===== src/rtl/core/sff_pkg.sv =====
`timescale 1ns / 1ps
// ----------------------------------------------------------------------------
// sff_pkg
// Shared types, widths and coefficient tables of the selectable FIR filter.
// ----------------------------------------------------------------------------
package sff_pkg;

  localparam int TAPS      = 11;
  localparam int SAMPLE_W  = 12;
  localparam int COEF_W    = 16;
  localparam int SEL_W     = 2;
  localparam int OUT_W     = 14;
  localparam int FRAC_BITS = 15;
  // unsigned sample gets a sign bit before the multiply
  localparam int PROD_W    = SAMPLE_W + 1 + COEF_W;
  // headroom for the sum of up to 16 products
  localparam int ACC_W     = PROD_W + 4;
  localparam int QUOT_W    = ACC_W - FRAC_BITS;
  // registered adder tree levels for eleven inputs
  localparam int TREE_LVLS = 4;
  localparam int LVL1_N    = (TAPS + 1) / 2;
  localparam int LVL2_N    = (LVL1_N + 1) / 2;
  localparam int LVL3_N    = (LVL2_N + 1) / 2;

  typedef logic        [SAMPLE_W-1:0] sample_t;
  typedef logic signed [COEF_W-1:0]   coef_t;
  typedef logic signed [PROD_W-1:0]   prod_t;
  typedef logic signed [ACC_W-1:0]    acc_t;
  typedef logic signed [QUOT_W-1:0]   quot_t;
  typedef logic signed [OUT_W-1:0]    filt_t;
  typedef logic        [SEL_W-1:0]    sel_t;

  // coefficient set codes; the unused code falls back to band-pass
  localparam sel_t SEL_LOWPASS  = 2'd0;
  localparam sel_t SEL_HIGHPASS = 2'd1;
  localparam sel_t SEL_BANDPASS = 2'd2;

  localparam acc_t  RND_HALF    = acc_t'(1) <<< (FRAC_BITS - 1);
  localparam acc_t  RND_HALF_M1 = RND_HALF - acc_t'(1);
  localparam quot_t Q_MAX       = quot_t'((1 << (OUT_W - 1)) - 1);
  localparam quot_t Q_MIN       = -quot_t'(1 << (OUT_W - 1));

  typedef struct packed {
    logic shift;  // take the neighbor's sample (a new word was accepted)
    logic load;   // pipeline advance: capture a fresh product
  } cell_ctrl_t;

  // Q1.15 taps; index TAPS-1 multiplies the newest sample
  localparam coef_t LP_COEFS [TAPS] = '{
    16'sd194, 16'sd978, 16'sd2409, 16'sd4148, 16'sd5585, 16'sd6143,
    16'sd5585, 16'sd4148, 16'sd2409, 16'sd978, 16'sd194
  };
  localparam coef_t HP_COEFS [TAPS] = '{
    16'sd0, 16'sd0, -16'sd1142, 16'sd3634, -16'sd6852, 16'sd9513,
    -16'sd6852, 16'sd3634, -16'sd1142, 16'sd0, 16'sd0
  };
  localparam coef_t BP_COEFS [TAPS] = '{
    16'sd1324, -16'sd1410, -16'sd2898, 16'sd1524, 16'sd9821, 16'sd14092,
    16'sd9821, 16'sd1524, -16'sd2898, -16'sd1410, 16'sd1324
  };

  function automatic coef_t coef_of(input sel_t sel, input int k);
    coef_t c;
    begin
      if (sel == SEL_LOWPASS) begin
        c = LP_COEFS[k];
      end else if (sel == SEL_HIGHPASS) begin
        c = HP_COEFS[k];
      end else begin
        c = BP_COEFS[k];
      end
      return c;
    end
  endfunction

endpackage


===== src/rtl/core/sff_sample_if.sv =====
`timescale 1ns / 1ps
// ----------------------------------------------------------------------------
// sff_sample_if
// Sample input channel: valid/ready handshake with one converter sample.
// ----------------------------------------------------------------------------
interface sff_sample_if;
  logic             valid;
  logic             ready;
  sff_pkg::sample_t sample;

  modport source (output valid, output sample, input ready);
  modport sink   (input valid, input sample, output ready);
endinterface


===== src/rtl/core/sff_result_if.sv =====
`timescale 1ns / 1ps
// ----------------------------------------------------------------------------
// sff_result_if
// Result channel: valid/ready handshake with one filtered output word.
// ----------------------------------------------------------------------------
interface sff_result_if;
  logic           valid;
  logic           ready;
  sff_pkg::filt_t filtered;

  modport source (output valid, output filtered, input ready);
  modport sink   (input valid, input filtered, output ready);
endinterface


===== src/rtl/core/sff_cfg_if.sv =====
`timescale 1ns / 1ps
// ----------------------------------------------------------------------------
// sff_cfg_if
// Configuration write channel carrying the coefficient set select.
// ----------------------------------------------------------------------------
interface sff_cfg_if;
  logic          valid;
  logic          ready;
  sff_pkg::sel_t filter_select;

  modport source (output valid, output filter_select, input ready);
  modport sink   (input valid, input filter_select, output ready);
endinterface


===== src/rtl/core/sff_cell.sv =====
`timescale 1ns / 1ps
// ----------------------------------------------------------------------------
// sff_cell
// One delay-line cell: holds a sample, hands it left, forms its tap product.
// ----------------------------------------------------------------------------
module sff_cell (
  input  logic                clk,
  input  logic                rst_n,
  input  sff_pkg::cell_ctrl_t ctrl,
  input  sff_pkg::sample_t    shift_in,
  input  sff_pkg::coef_t      coef,
  output sff_pkg::sample_t    sample_out,
  output sff_pkg::prod_t      prod_out
);

  sff_pkg::sample_t sample_r, sample_nxt;
  sff_pkg::prod_t   prod_r, prod_nxt;

  always_comb begin
    sample_nxt = ctrl.shift ? shift_in : sample_r;
    prod_nxt   = sff_pkg::prod_t'($signed({1'b0, sample_r}) * coef);
  end

  // delay line is cleared at reset
  always_ff @(posedge clk) begin
    if (!rst_n) begin
      sample_r <= '0;
    end else begin
      sample_r <= sample_nxt;
    end
  end

  // hold product while the pipeline stalls
  always_ff @(posedge clk) begin
    if (ctrl.load) begin
      prod_r <= prod_nxt;
    end
  end

  assign sample_out = sample_r;
  assign prod_out   = prod_r;

endmodule


===== src/rtl/core/sff_sum_tree.sv =====
`timescale 1ns / 1ps
// ----------------------------------------------------------------------------
// sff_sum_tree
// Registered adder tree that sums the tap products, one level per stage.
// ----------------------------------------------------------------------------
module sff_sum_tree (
  input  logic           clk,
  input  logic           advance,
  input  sff_pkg::prod_t prod_in [sff_pkg::TAPS],
  output sff_pkg::acc_t  sum_out
);

  sff_pkg::acc_t lvl1_r [sff_pkg::LVL1_N];
  sff_pkg::acc_t lvl2_r [sff_pkg::LVL2_N];
  sff_pkg::acc_t lvl3_r [sff_pkg::LVL3_N];
  sff_pkg::acc_t lvl4_r;
  sff_pkg::acc_t lvl1_nxt [sff_pkg::LVL1_N];
  sff_pkg::acc_t lvl2_nxt [sff_pkg::LVL2_N];
  sff_pkg::acc_t lvl3_nxt [sff_pkg::LVL3_N];
  sff_pkg::acc_t lvl4_nxt;

  always_comb begin
    for (int i = 0; i < sff_pkg::LVL1_N; i++) begin
      if (2 * i + 1 < sff_pkg::TAPS) begin
        lvl1_nxt[i] = sff_pkg::acc_t'(prod_in[2 * i]) + sff_pkg::acc_t'(prod_in[2 * i + 1]);
      end else begin
        lvl1_nxt[i] = sff_pkg::acc_t'(prod_in[2 * i]);
      end
    end
    for (int i = 0; i < sff_pkg::LVL2_N; i++) begin
      if (2 * i + 1 < sff_pkg::LVL1_N) begin
        lvl2_nxt[i] = lvl1_r[2 * i] + lvl1_r[2 * i + 1];
      end else begin
        lvl2_nxt[i] = lvl1_r[2 * i];
      end
    end
    for (int i = 0; i < sff_pkg::LVL3_N; i++) begin
      if (2 * i + 1 < sff_pkg::LVL2_N) begin
        lvl3_nxt[i] = lvl2_r[2 * i] + lvl2_r[2 * i + 1];
      end else begin
        lvl3_nxt[i] = lvl2_r[2 * i];
      end
    end
    lvl4_nxt = lvl3_r[0] + lvl3_r[sff_pkg::LVL3_N - 1];
  end

  // payload only; advance together with the valid chain in the top level
  always_ff @(posedge clk) begin
    if (advance) begin
      lvl1_r <= lvl1_nxt;
      lvl2_r <= lvl2_nxt;
      lvl3_r <= lvl3_nxt;
      lvl4_r <= lvl4_nxt;
    end
  end

  assign sum_out = lvl4_r;

endmodule


===== src/rtl/core/selectable_fir_filter_core.sv =====
`timescale 1ns / 1ps
// ----------------------------------------------------------------------------
// selectable_fir_filter_core
// 11-tap FIR over unsigned 12-bit samples with three selectable tap sets.
// ----------------------------------------------------------------------------
// The filter takes one sample word per clock while no result is stalled
// at the output and returns one filtered word per sample. The accepting
// edge shifts the delay-line cells; the tap multiplies, four adder tree
// levels and one rounding stage into the output register follow in order.
// Throughput is one word per cycle while the output is not stalled, set by
// the cell row which advances once per accepted word. The whole pipeline
// stalls as one while a result waits at the output, so in_ch.ready is low
// only while out_ch.ready is low. Result = sum of the eleven newest samples
// times the Q1.15 taps of the selected set, scaled by 2^-15, rounded to
// nearest with halves away from zero, saturated to -8192..8191. The delay
// line is all zeros after reset. filter_select (reset: band-pass) picks
// 0 low-pass, 1 high-pass, 2 or 3 band-pass; write it only while idle.
// ----------------------------------------------------------------------------
module selectable_fir_filter_core (
  input  logic         clk,
  input  logic         rst_n,
  sff_sample_if.sink   in_ch,
  sff_result_if.source out_ch,
  sff_cfg_if.sink      cfg_ch
);

  // pipeline stages behind the input: cells, products, four tree levels
  localparam int VLD_N = 2 + sff_pkg::TREE_LVLS;

  logic                advance;
  logic                accept;
  sff_pkg::cell_ctrl_t cell_ctrl;

  sff_pkg::sel_t    sel_r, sel_nxt;
  logic [VLD_N-1:0] vld_r, vld_nxt;
  logic             out_vld_r, out_vld_nxt;
  sff_pkg::filt_t   filt_r, filt_nxt;

  sff_pkg::sample_t sample_bus [sff_pkg::TAPS];
  sff_pkg::prod_t   prod_bus   [sff_pkg::TAPS];
  sff_pkg::acc_t    sum;
  sff_pkg::acc_t    sum_rnd;
  sff_pkg::quot_t   quot;

  // Advance the whole pipe whenever the output register is free or drains.
  assign advance      = !out_vld_r || out_ch.ready;
  assign in_ch.ready  = advance;
  assign accept       = in_ch.valid && advance;
  assign cfg_ch.ready = 1'b1;

  assign cell_ctrl.shift = accept;
  assign cell_ctrl.load  = advance;

  // Cell k holds window entry k once a word has shifted in; the rightmost
  // cell takes the new sample, every other cell takes its right neighbor.
  for (genvar k = 0; k < sff_pkg::TAPS; k++) begin : g_cell
    sff_pkg::sample_t shift_src;

    if (k == sff_pkg::TAPS - 1) begin : g_head
      assign shift_src = in_ch.sample;
    end else begin : g_body
      assign shift_src = sample_bus[k + 1];
    end

    sff_cell u_cell (
      .clk        (clk),
      .rst_n      (rst_n),
      .ctrl       (cell_ctrl),
      .shift_in   (shift_src),
      .coef       (sff_pkg::coef_of(sel_r, k)),
      .sample_out (sample_bus[k]),
      .prod_out   (prod_bus[k])
    );
  end

  sff_sum_tree u_tree (
    .clk     (clk),
    .advance (advance),
    .prod_in (prod_bus),
    .sum_out (sum)
  );

  // Round half away from zero: add half for positive sums and one less than
  // half for negative ones, then shift arithmetically.
  always_comb begin
    sum_rnd = sum + (sum[sff_pkg::ACC_W-1] ? sff_pkg::RND_HALF_M1 : sff_pkg::RND_HALF);
    quot    = sum_rnd[sff_pkg::ACC_W-1:sff_pkg::FRAC_BITS];
    priority if (quot > sff_pkg::Q_MAX) begin
      filt_nxt = sff_pkg::filt_t'(sff_pkg::Q_MAX);
    end else if (quot < sff_pkg::Q_MIN) begin
      filt_nxt = sff_pkg::filt_t'(sff_pkg::Q_MIN);
    end else begin
      filt_nxt = sff_pkg::filt_t'(quot);
    end
  end

  // Shift the valid chain with the payload; hold everything on a stall.
  always_comb begin
    sel_nxt     = (cfg_ch.valid && cfg_ch.ready) ? cfg_ch.filter_select : sel_r;
    vld_nxt     = advance ? {vld_r[VLD_N-2:0], accept} : vld_r;
    out_vld_nxt = advance ? vld_r[VLD_N-1] : out_vld_r;
  end

  always_ff @(posedge clk) begin
    if (!rst_n) begin
      sel_r     <= sff_pkg::SEL_BANDPASS;
      vld_r     <= '0;
      out_vld_r <= 1'b0;
    end else begin
      sel_r     <= sel_nxt;
      vld_r     <= vld_nxt;
      out_vld_r <= out_vld_nxt;
    end
  end

  always_ff @(posedge clk) begin
    if (advance) begin
      filt_r <= filt_nxt;
    end
  end

  assign out_ch.valid    = out_vld_r;
  assign out_ch.filtered = filt_r;

`ifndef SYNTHESIS
  // A write lands in the select register on the next cycle.
  a_cfg_write: assert property (@(posedge clk) disable iff (!rst_n)
    cfg_ch.valid && cfg_ch.ready |=> sel_r == $past(cfg_ch.filter_select))
    else $error("filter select did not take the written value");

  // An accepted word enters the valid chain.
  a_accept_tracked: assert property (@(posedge clk) disable iff (!rst_n)
    accept |=> vld_r[0])
    else $error("accepted word lost from the valid chain");

  // The delay line moves only on an accepted word.
  a_cells_hold: assert property (@(posedge clk) disable iff (!rst_n)
    !accept |=> $stable(sample_bus[sff_pkg::TAPS-1]) && $stable(sample_bus[0]))
    else $error("delay line moved without an accepted word");

  // A stall freezes the valid chain.
  a_stall_holds: assert property (@(posedge clk) disable iff (!rst_n)
    !advance |=> $stable(vld_r) && out_vld_r)
    else $error("pipeline moved during a stall");

  // The last tree level reaches the output register when the pipe advances.
  a_drain: assert property (@(posedge clk) disable iff (!rst_n)
    advance && vld_r[VLD_N-1] |=> out_vld_r)
    else $error("finished word dropped before the output register");
`endif

endmodule

===== src/flat_wrapper.sv =====
// flat-port wrapper written by rule: the top's interface ports become plain ports
module selectable_fir_filter_core_flat 
  (clk, rst_n, in_ch_valid, in_ch_sample, in_ch_ready, out_ch_valid, out_ch_filtered, out_ch_ready, cfg_ch_valid, cfg_ch_filter_select, cfg_ch_ready);
  sff_sample_if in_ch_i ();
  sff_result_if out_ch_i ();
  sff_cfg_if cfg_ch_i ();
  input  logic clk;
  input  logic rst_n;
  input wire logic [$bits(in_ch_i.valid)-1:0] in_ch_valid;
  input wire logic [$bits(in_ch_i.sample)-1:0] in_ch_sample;
  output wire logic [$bits(in_ch_i.ready)-1:0] in_ch_ready;
  output wire logic [$bits(out_ch_i.valid)-1:0] out_ch_valid;
  output wire logic [$bits(out_ch_i.filtered)-1:0] out_ch_filtered;
  input wire logic [$bits(out_ch_i.ready)-1:0] out_ch_ready;
  input wire logic [$bits(cfg_ch_i.valid)-1:0] cfg_ch_valid;
  input wire logic [$bits(cfg_ch_i.filter_select)-1:0] cfg_ch_filter_select;
  output wire logic [$bits(cfg_ch_i.ready)-1:0] cfg_ch_ready;
  assign in_ch_i.valid = in_ch_valid;
  assign in_ch_i.sample = in_ch_sample;
  assign in_ch_ready = in_ch_i.ready;
  assign out_ch_valid = out_ch_i.valid;
  assign out_ch_filtered = out_ch_i.filtered;
  assign out_ch_i.ready = out_ch_ready;
  assign cfg_ch_i.valid = cfg_ch_valid;
  assign cfg_ch_i.filter_select = cfg_ch_filter_select;
  assign cfg_ch_ready = cfg_ch_i.ready;
  selectable_fir_filter_core u_core (.clk(clk), .rst_n(rst_n), .in_ch(in_ch_i), .out_ch(out_ch_i), .cfg_ch(cfg_ch_i));
endmodule

===== config.mk =====
export PLATFORM = sky130hd
export DESIGN_NAME = selectable_fir_filter_core_flat
export DESIGN_NICKNAME = d
export VERILOG_FILES = /design/src/rtl/core/sff_pkg.sv /design/src/rtl/core/sff_sample_if.sv /design/src/rtl/core/sff_result_if.sv /design/src/rtl/core/sff_cfg_if.sv /design/src/rtl/core/sff_cell.sv /design/src/rtl/core/sff_sum_tree.sv /design/src/rtl/core/selectable_fir_filter_core.sv /design/src/flat_wrapper.sv
export SDC_FILE = /design/constraint.sdc
export NUM_CORES = 2
export LEC_CHECK = 0
export BUFFER_PORTS_ARGS = -buffer_cell sky130_fd_sc_hd__buf_2
export CORE_AREA = 2 2 434 436
export CTS_CLUSTER_SIZE = 12
export DETAILED_ROUTE_END_ITERATION = 8
export DIE_AREA = 0 0 436 438
export GPL_ROUTABILITY_DRIVEN = 0
export PLACE_DENSITY = 0.67
export SETUP_SLACK_MARGIN = 0.3
export SYNTH_ARGS = -nofsm -noshare
export SYNTH_HDL_FRONTEND = slang
export SYNTH_SLANG_ARGS = --single-unit
export TNS_END_PERCENT = 30

===== constraint.sdc =====
create_clock -name clk -period 19.3 [get_ports clk]
set_input_delay 2.895 -clock clk [delete_from_list [all_inputs] [get_ports clk]]
set_output_delay 2.895 -clock clk [all_outputs]
set_load 0.01 [all_outputs]

==> After elaboration in Yosys (flattened, before gate mapping) <==
Cells that the tools add are included.
{ "word_totals": {"regBits": 866, "inputBits": 19, "word_cells": 81} }
{ "classes": {"n_addsub": 11, "mul": 11, "order_cmp": 2, "eq_ne": 1, "muxes": 14, "n_reduce_logical": 4} }
{ "ops": {"columns": ["op", "n"], "rows": [
  ["13-bit by 16-bit multiplier with 29-bit output", 11],
  ["33-bit adder", 5],
  ["29-bit by 29-bit adder with 30-bit output", 5],
  ["16-bit two-way mux", 5],
  ["33-bit by 29-bit adder with 33-bit output", 1],
  ["14-bit two-way mux", 2],
  ["13-bit two-way mux", 2],
  ["12-bit two-way mux", 2],
  ["11-bit two-way mux", 2],
  ["18-bit by 14-bit greater-than comparator with 1-bit output (second input constant)", 1],
  ["18-bit by 14-bit less-than comparator with 1-bit output (second input constant)", 1],
  ["15-bit two-way mux", 1],
  ["2-bit by 1-bit == test with 1-bit output (second input constant)", 1],
  ["2-bit logical NOT", 1],
  ["1-bit logical AND", 1],
  ["1-bit logical NOT", 1],
  ["1-bit logical OR", 1]
]} }

==> Logic depth before layout (Yosys ltp) <==
{ "depth": {"ltp_word": 4, "depth_mapped": 28, "mapped_depth_nobuf": 25} }

==> By module <==
From an unflattened synthesis, not the netlist that was laid out.
{ "hier_totals": {"hier_cells": 12903, "hier_area_um2": 123696.1} }
{ "by_module_without_submodules": {"columns": ["mod", "instances", "cells_each", "area_each_um2", "seq_area_each_um2"], "rows": [
  ["sff_cell (u_core.g_cell[3].u_cell ...)", 3, 946, 8787.2, 1111.1],
  ["sff_sum_tree", 1, 2417, 25847.3, 11320.9],
  ["sff_cell (u_core.g_cell[7].u_cell ...)", 2, 947, 8838.5, 1111.1],
  ["sff_cell (u_core.g_cell[10].u_cell ...)", 2, 926, 8675.8, 1111.1],
  ["sff_cell (u_core.g_cell[6].u_cell)", 1, 946, 8790.9, 1111.1],
  ["sff_cell (u_core.g_cell[2].u_cell)", 1, 934, 8723.4, 1111.1],
  ["sff_cell (u_core.g_cell[0].u_cell)", 1, 925, 8682.1, 1111.1],
  ["sff_cell (u_core.g_cell[9].u_cell)", 1, 932, 8672.1, 1111.1],
  ["selectable_fir_filter_core", 1, 165, 1590.3, 600.6]
]} }

==> Worst setup path before layout <==
OpenSTA, ideal clock, no wires.
{ "synth_path": {"path_kind": "input-to-reg", "from": "in out_ch_ready", "to": "reg u_core.g_cell[1].u_cell.sample_r[10]", "arrival_time_ns": 21.031, "required_ns": 19.178, "setup_slack_ns": -1.853, "path_stages": 9, "n_path_buf": 4, "cell_sequence": "nor2b_1 -> clkbuf_1 -> clkinv_1 -> and2_1 -> clkbuf_1 -> clkbuf_1 -> clkbuf_1 -> nand2_1 -> a21boi_0"} }
{ "synth_between": {"elab_chain_cells": 2} }
{ "synth_lines": {"columns": ["element", "line", "text"], "rows": [
  ["from (decl)", "flat_wrapper.sv:14", "input wire logic [$bits(out_ch_i.ready)-1:0] out_ch_ready;"],
  ["1-bit logical OR", "selectable_fir_filter_core.sv:46", "assign advance = !out_vld_r || out_ch.ready;"],
  ["via in_ch_ready", "flat_wrapper.sv:11", "output wire logic [$bits(in_ch_i.ready)-1:0] in_ch_ready;"],
  ["1-bit logical AND", "selectable_fir_filter_core.sv:48", "assign accept = in_ch.valid && advance;"],
  ["to (signal assigned)", "sff_cell.sv:29", "sample_r <= sample_nxt;"],
  ["to (decl)", "sff_cell.sv:16", "sff_pkg::sample_t sample_r, sample_nxt;"]
]} }
The timed path passes the listed nets, and every way through them passes these cells.
A chain may end at the register's enable or synchronous reset.

==> Worst setup path in the final report <==
{ "layout_path": {"from": "reg u_core.sel_r[1]", "to": "reg u_core.g_cell[5].u_cell.prod_r[27], data pin"} }
{ "layout_between": {"elab_chain_cells": 4, "word_cells_on_any_way": 5} }
{ "layout_lines": {"columns": ["element", "line", "text"], "rows": [
  ["from (decl)", "selectable_fir_filter_core.sv:34", "sff_pkg::sel_t sel_r, sel_nxt;"],
  ["from (signal assigned)", "selectable_fir_filter_core.sv:106", "sel_r <= sff_pkg::SEL_BANDPASS;"],
  ["from (signal assigned)", "selectable_fir_filter_core.sv:110", "sel_r <= sel_nxt;"],
  ["2-bit by 1-bit == test with 1-bit output", "sff_pkg.sv:67", "end else if (sel == SEL_HIGHPASS) begin"],
  ["13-bit two-way mux", "sff_pkg.sv:67", null],
  ["14-bit two-way mux (*)", "sff_pkg.sv:65", "if (sel == SEL_LOWPASS) begin"],
  ["13-bit by 16-bit multiplier with 29-bit output (*)", "sff_cell.sv:21", "prod_nxt = sff_pkg::prod_t'($signed({1'b0, sample_r}) * coef);"],
  ["via u_core.g_cell[5].u_cell.prod_nxt[27]", "sff_cell.sv:17", "sff_pkg::prod_t prod_r, prod_nxt;"],
  ["to (signal assigned)", "sff_cell.sv:36", "prod_r <= prod_nxt;"],
  ["to (decl)", "sff_cell.sv:17", null]
]} }
The timed path passes the listed nets; every way through them passes the cells marked *.

==> flow_summary_export.csv <==
group,metric,value,unit
detailed_routing,drtIter0Drc,4361,
detailed_routing,dr.pass1.iters,6,
synthesis,synth_cell_types,86,
layout,fin_nets,11600,
layout,nFillCells,16600,
power_and_ir_drop,powerDensity,55.1,mW/mm²
clocking,cts_setup_buffers,0,
critical_path,r2r-start,"u_core.sel_r[1]",
timing,max_freq,120,MHz
timing,relSlewSlack,13.5,%
detailed_routing,wl_per_cell,18.1,µm
timing,finalHoldViolCount,0,
floorplan,core-area,0.187,mm²
critical_path,endpoint_kind,"register",
detailed_routing,drc,0,
layout,seqCellArea,0.0233,mm²
clocking,htree_levels,3,
detailed_routing,finalWirelength,214000,µm
floorplan,die_w,436,µm
critical_path,max_stage_delay,670,ps
floorplan,initial_core_util,49.6,%
synthesis,netlist_area,0.0925,mm²
power_and_ir_drop,pwr-share-comb,22.8,%
clocking,cts-root-buf,"clkbuf_16",
layout,stdcell_area,0.0986,mm²
critical_path,critPathBufInv,9,
timing,tns,0,ps
synthesis,yosysSeqAreaShare,25.2,%
timing,setup_ws,10960,ps
timing,fin_worst_skew,66.3,ps
detailed_routing,ant_nets,0,
power_and_ir_drop,p_leak,52.4,nW
critical_path,crit_family,"adder cells",
placement,io_buffers,34,
timing,fin_crit,8340,ps
floorplan,die_h,438,µm
critical_path,worstPathRequired,19720,ps
flow_run,maxCapViolations,0,
clocking,path_clk_slew,60,ps
timing,rsz0062_at_grt,"false",
synthesis,synthCells,9317,
clocking,cts_resized,0,
power_and_ir_drop,peakVddDrop,69.1,µV
layout,synthToLayoutAreaGrowth,6.53,%
placement,place_hpwl,174000,µm
synthesis,synth_ff_type,"edfxtp_1",
layout,drive_gt1_share,3.03,%
clocking,cts_tree,"built",
global_routing,antenna_found_initial,6,
run_status,status,"finished clean",
clocking,ctsHoldBuffers,0,
placement,placed_cell_area,0.0954,mm²
critical_path,crit_fanout,55,
critical_path,start_kind,"register",
floorplan,dieArea,0.191,mm²
clocking,ctsLongestPathBuffers,3,
detailed_routing,avgViaCountPerCell,5.29,
timing,setup_violations,0,
global_routing,grt_pass1_vias,66300,
floorplan,io_pins,36,
global_routing,grt_overflow_total,0,
critical_path,crit_chain,"buf_4 -> buf_4 -> nor2_4 -> buf_4 -> buf_4 -> nand2_1 -> inv_1 -> fa_1 -> inv_1 -> fa_1 -> inv_1 -> fa_1 -> fa_1 -> inv_1 -> fa_1 -> inv_1 -> ha_1 -> nor3_1 -> o311ai_1 -> a2111oi_0 -> o31ai_1 -> o31a_1 -> o21ai_0 -> a21oi_1",
synthesis,ys_warn_count,0,
clocking,numCtsBuffers,95,
global_routing,grt_usage,22.9,%
hold_path,min_path_type,"register to register",
timing,slew_viol_final,0,
power_and_ir_drop,swShare,30.0,%
power_and_ir_drop,switching_power,1.63,mW
global_routing,grt_pass1_wl,349000,µm
critical_path,critPathArrivalTime,8770,ps
synthesis,syn_avg_cell_area,9.93,µm²
critical_path,worstSetupStartpoint,"u_core.sel_r[1]",
floorplan,rows,159,
power_and_ir_drop,clock_power_share,33.6,%
placement,place_ws,10990,ps
synthesis,synth-edff-count,682,
clocking,clock_latency,740,ps
synthesis,ys_ff_latch,823,
power_and_ir_drop,power_frac_seq,43.5,%
detailed_routing,vias,62800,
clocking,clock-sinks,823,
timing,layout_worst_path_cycle_share,43.2,%
synthesis,postSynth.asyncResetShare,0,%
global_routing,grt_max_degree,222,
hold_path,hold_path.startpoint,"u_core.u_tree.lvl2_r[26]",
timing,worst_pin_slew,1300,ps
layout,multi_input_area,0.0604,mm²
critical_path,crit_type,"register to register",
power_and_ir_drop,cellInternalPower,3.80,mW
critical_path,slowest_stage,"buf_4",
[routing by layer]
metal	up-vias	GRT usage [%]	routed length, µm
met5	-	0	27
met4	4	5.49	5180
met3	313	3.55	12300
met2	1562	38.6	101000
met1	31000	31.0	95400
li1	30000	-	-
[state kept, by name, indices dropped and copies added, names as in the netlist]
name                             flops
u_core.g_cell.u_cell.prod_out      298
u_core.u_tree.lvl1_r               172
u_core.g_cell.u_cell.sample_out    132
u_core.u_tree.lvl2_r                99
u_core.u_tree.lvl3_r                66
u_core.u_tree.sum_out               33
u_core.out_ch.filtered              14
u_core.vld_r                         6
u_core.sel_r                         2
u_core.out_ch.valid                  1
[path summary, 6_finish.rpt]
path              cells past startpoint  slack, ps                              endpoint
setup / recovery                     24      10960  u_core.g_cell[5].u_cell.prod_out[27]
hold / removal                        0        410              u_core.u_tree.lvl3_r[26]
setup reg to reg                     24      10960  u_core.g_cell[5].u_cell.prod_out[27]
hold reg to reg                       0        410              u_core.u_tree.lvl3_r[26]
[synth_stat cells (all sizes together), types with 7 or more instances]
cell type     n  share of area [%]
nand2       732                3.0
a31o         12               0.11
o21bai       52               0.42
o2111ai       7              0.066
nand3        91               0.49
edfxtp      682                 22
nor4         17               0.11
mux2i         8              0.087
or2          27               0.18
a211oi       37               0.30
xnor2       379                3.6
or3          39               0.26
o41ai         9               0.18
a2111oi      17               0.16
ha         1160                 16
and2        144               0.97
and4          9              0.085
inv        2182                8.9
dfxtp       141                3.1
fa         1157                 25
a41oi         9              0.093
nor2b       147               0.99
a211o        15               0.14
nand4        28               0.19
a21boi      169                1.4
a221oi       13               0.15
nor3         99               0.54
o21ai       238                1.3
buf          21               0.11
o31ai        32               0.28
nand2b       62               0.42
clkbuf      173               0.70
o21a         87               0.71
xor2        103               0.97
o211ai       23               0.19
and3         75               0.51
or4           7              0.057
a21o        187                1.5
a31oi        41               0.28
a311o         8              0.087
o31a         12               0.11
nor2        403                1.6
a311oi       15               0.16
a21oi       370                2.0
[power by group through the flow]
stage                     clock network (mW)  logic (mW)  registers (mW)
after global routing                    1.94        1.40            2.39
after CTS                               1.87        1.24            2.37
after floorplan                            0       0.932            2.34
after global placement                     0        1.19            2.40
after detailed placement                   0        1.23            2.40
final                                   1.83        1.24            2.37
[metrics by stage]
step	total power [mW]	std cells	hold WS, ps	utilization [%]
after floorplan	3.27	9338	400	-
after global placement	3.59	11700	404	51.1
after detailed placement	3.63	11700	405	51.1
after CTS	5.48	11900	414	52.8
after global routing	5.72	11900	413	52.8
final	5.44	11900	414	52.8
[cells by family (layout without fill, tap and decap cells)]
family | after synthesis | in the layout | synth area share (%)
AO/OA/AOI/OAI | 1410 | 1410 | 10.2
XOR/XNOR | 482 | 482 | 4.56
adder cells (fa/ha/maj) | 2317 | 2317 | 40.7
buffers and inverters | 2378 | 2414 | 9.67
flip-flops | 823 | 823 | 25.2
multiplexers | 10 | 10 | 0.111
other | 2 | 26 | 0.00812
AND/OR/NAND/NOR | 1895 | 1895 | 9.55
[cell usage in the layout (no fill, tap or decap), types with 15 or more instances in the layout]
| cell type | n |
|---|---|
| a21boi_0 | 162 |
| o31ai_1 | 29 |
| dfxtp_1 | 139 |
| inv_1 | 2181 |
| clkbuf_16 | 100 |
| a211o_1 | 15 |
| nand2_1 | 730 |
| o21a_1 | 87 |
| nand2b_1 | 62 |
| nor3_1 | 99 |
| a31oi_1 | 41 |
| nand3_1 | 91 |
| edfxtp_1 | 682 |
| a2111oi_0 | 17 |
| nand4_1 | 28 |
| xor2_1 | 103 |
| a211oi_1 | 37 |
| buf_2 | 33 |
| o21ai_1 | 16 |
| clkbuf_1 | 22 |
| buf_4 | 23 |
| ha_1 | 1160 |
| o21ai_0 | 220 |
| o21bai_1 | 52 |
| fa_1 | 1157 |
| or2_2 | 26 |
| o211ai_1 | 23 |
| a21oi_1 | 368 |
| and3_1 | 75 |
| conb_1 | 23 |
| or3_1 | 39 |
| nor2b_1 | 146 |
| a21o_1 | 187 |
| nor4_1 | 17 |
| xnor2_1 | 379 |
| nor2_1 | 402 |
| and2_1 | 143 |
[layout make-up]
type                    instances  area share, %
clock inverters                39          0.425
well taps                    2495           3.17
multi-input cells            6137           61.3
clock buffers                 134           2.79
inverters                    2184           8.33
diodes                          3        0.00762
flip-flops and latches        823           23.6
repair buffers                 57          0.363
(Power assumes the default switching activity.)
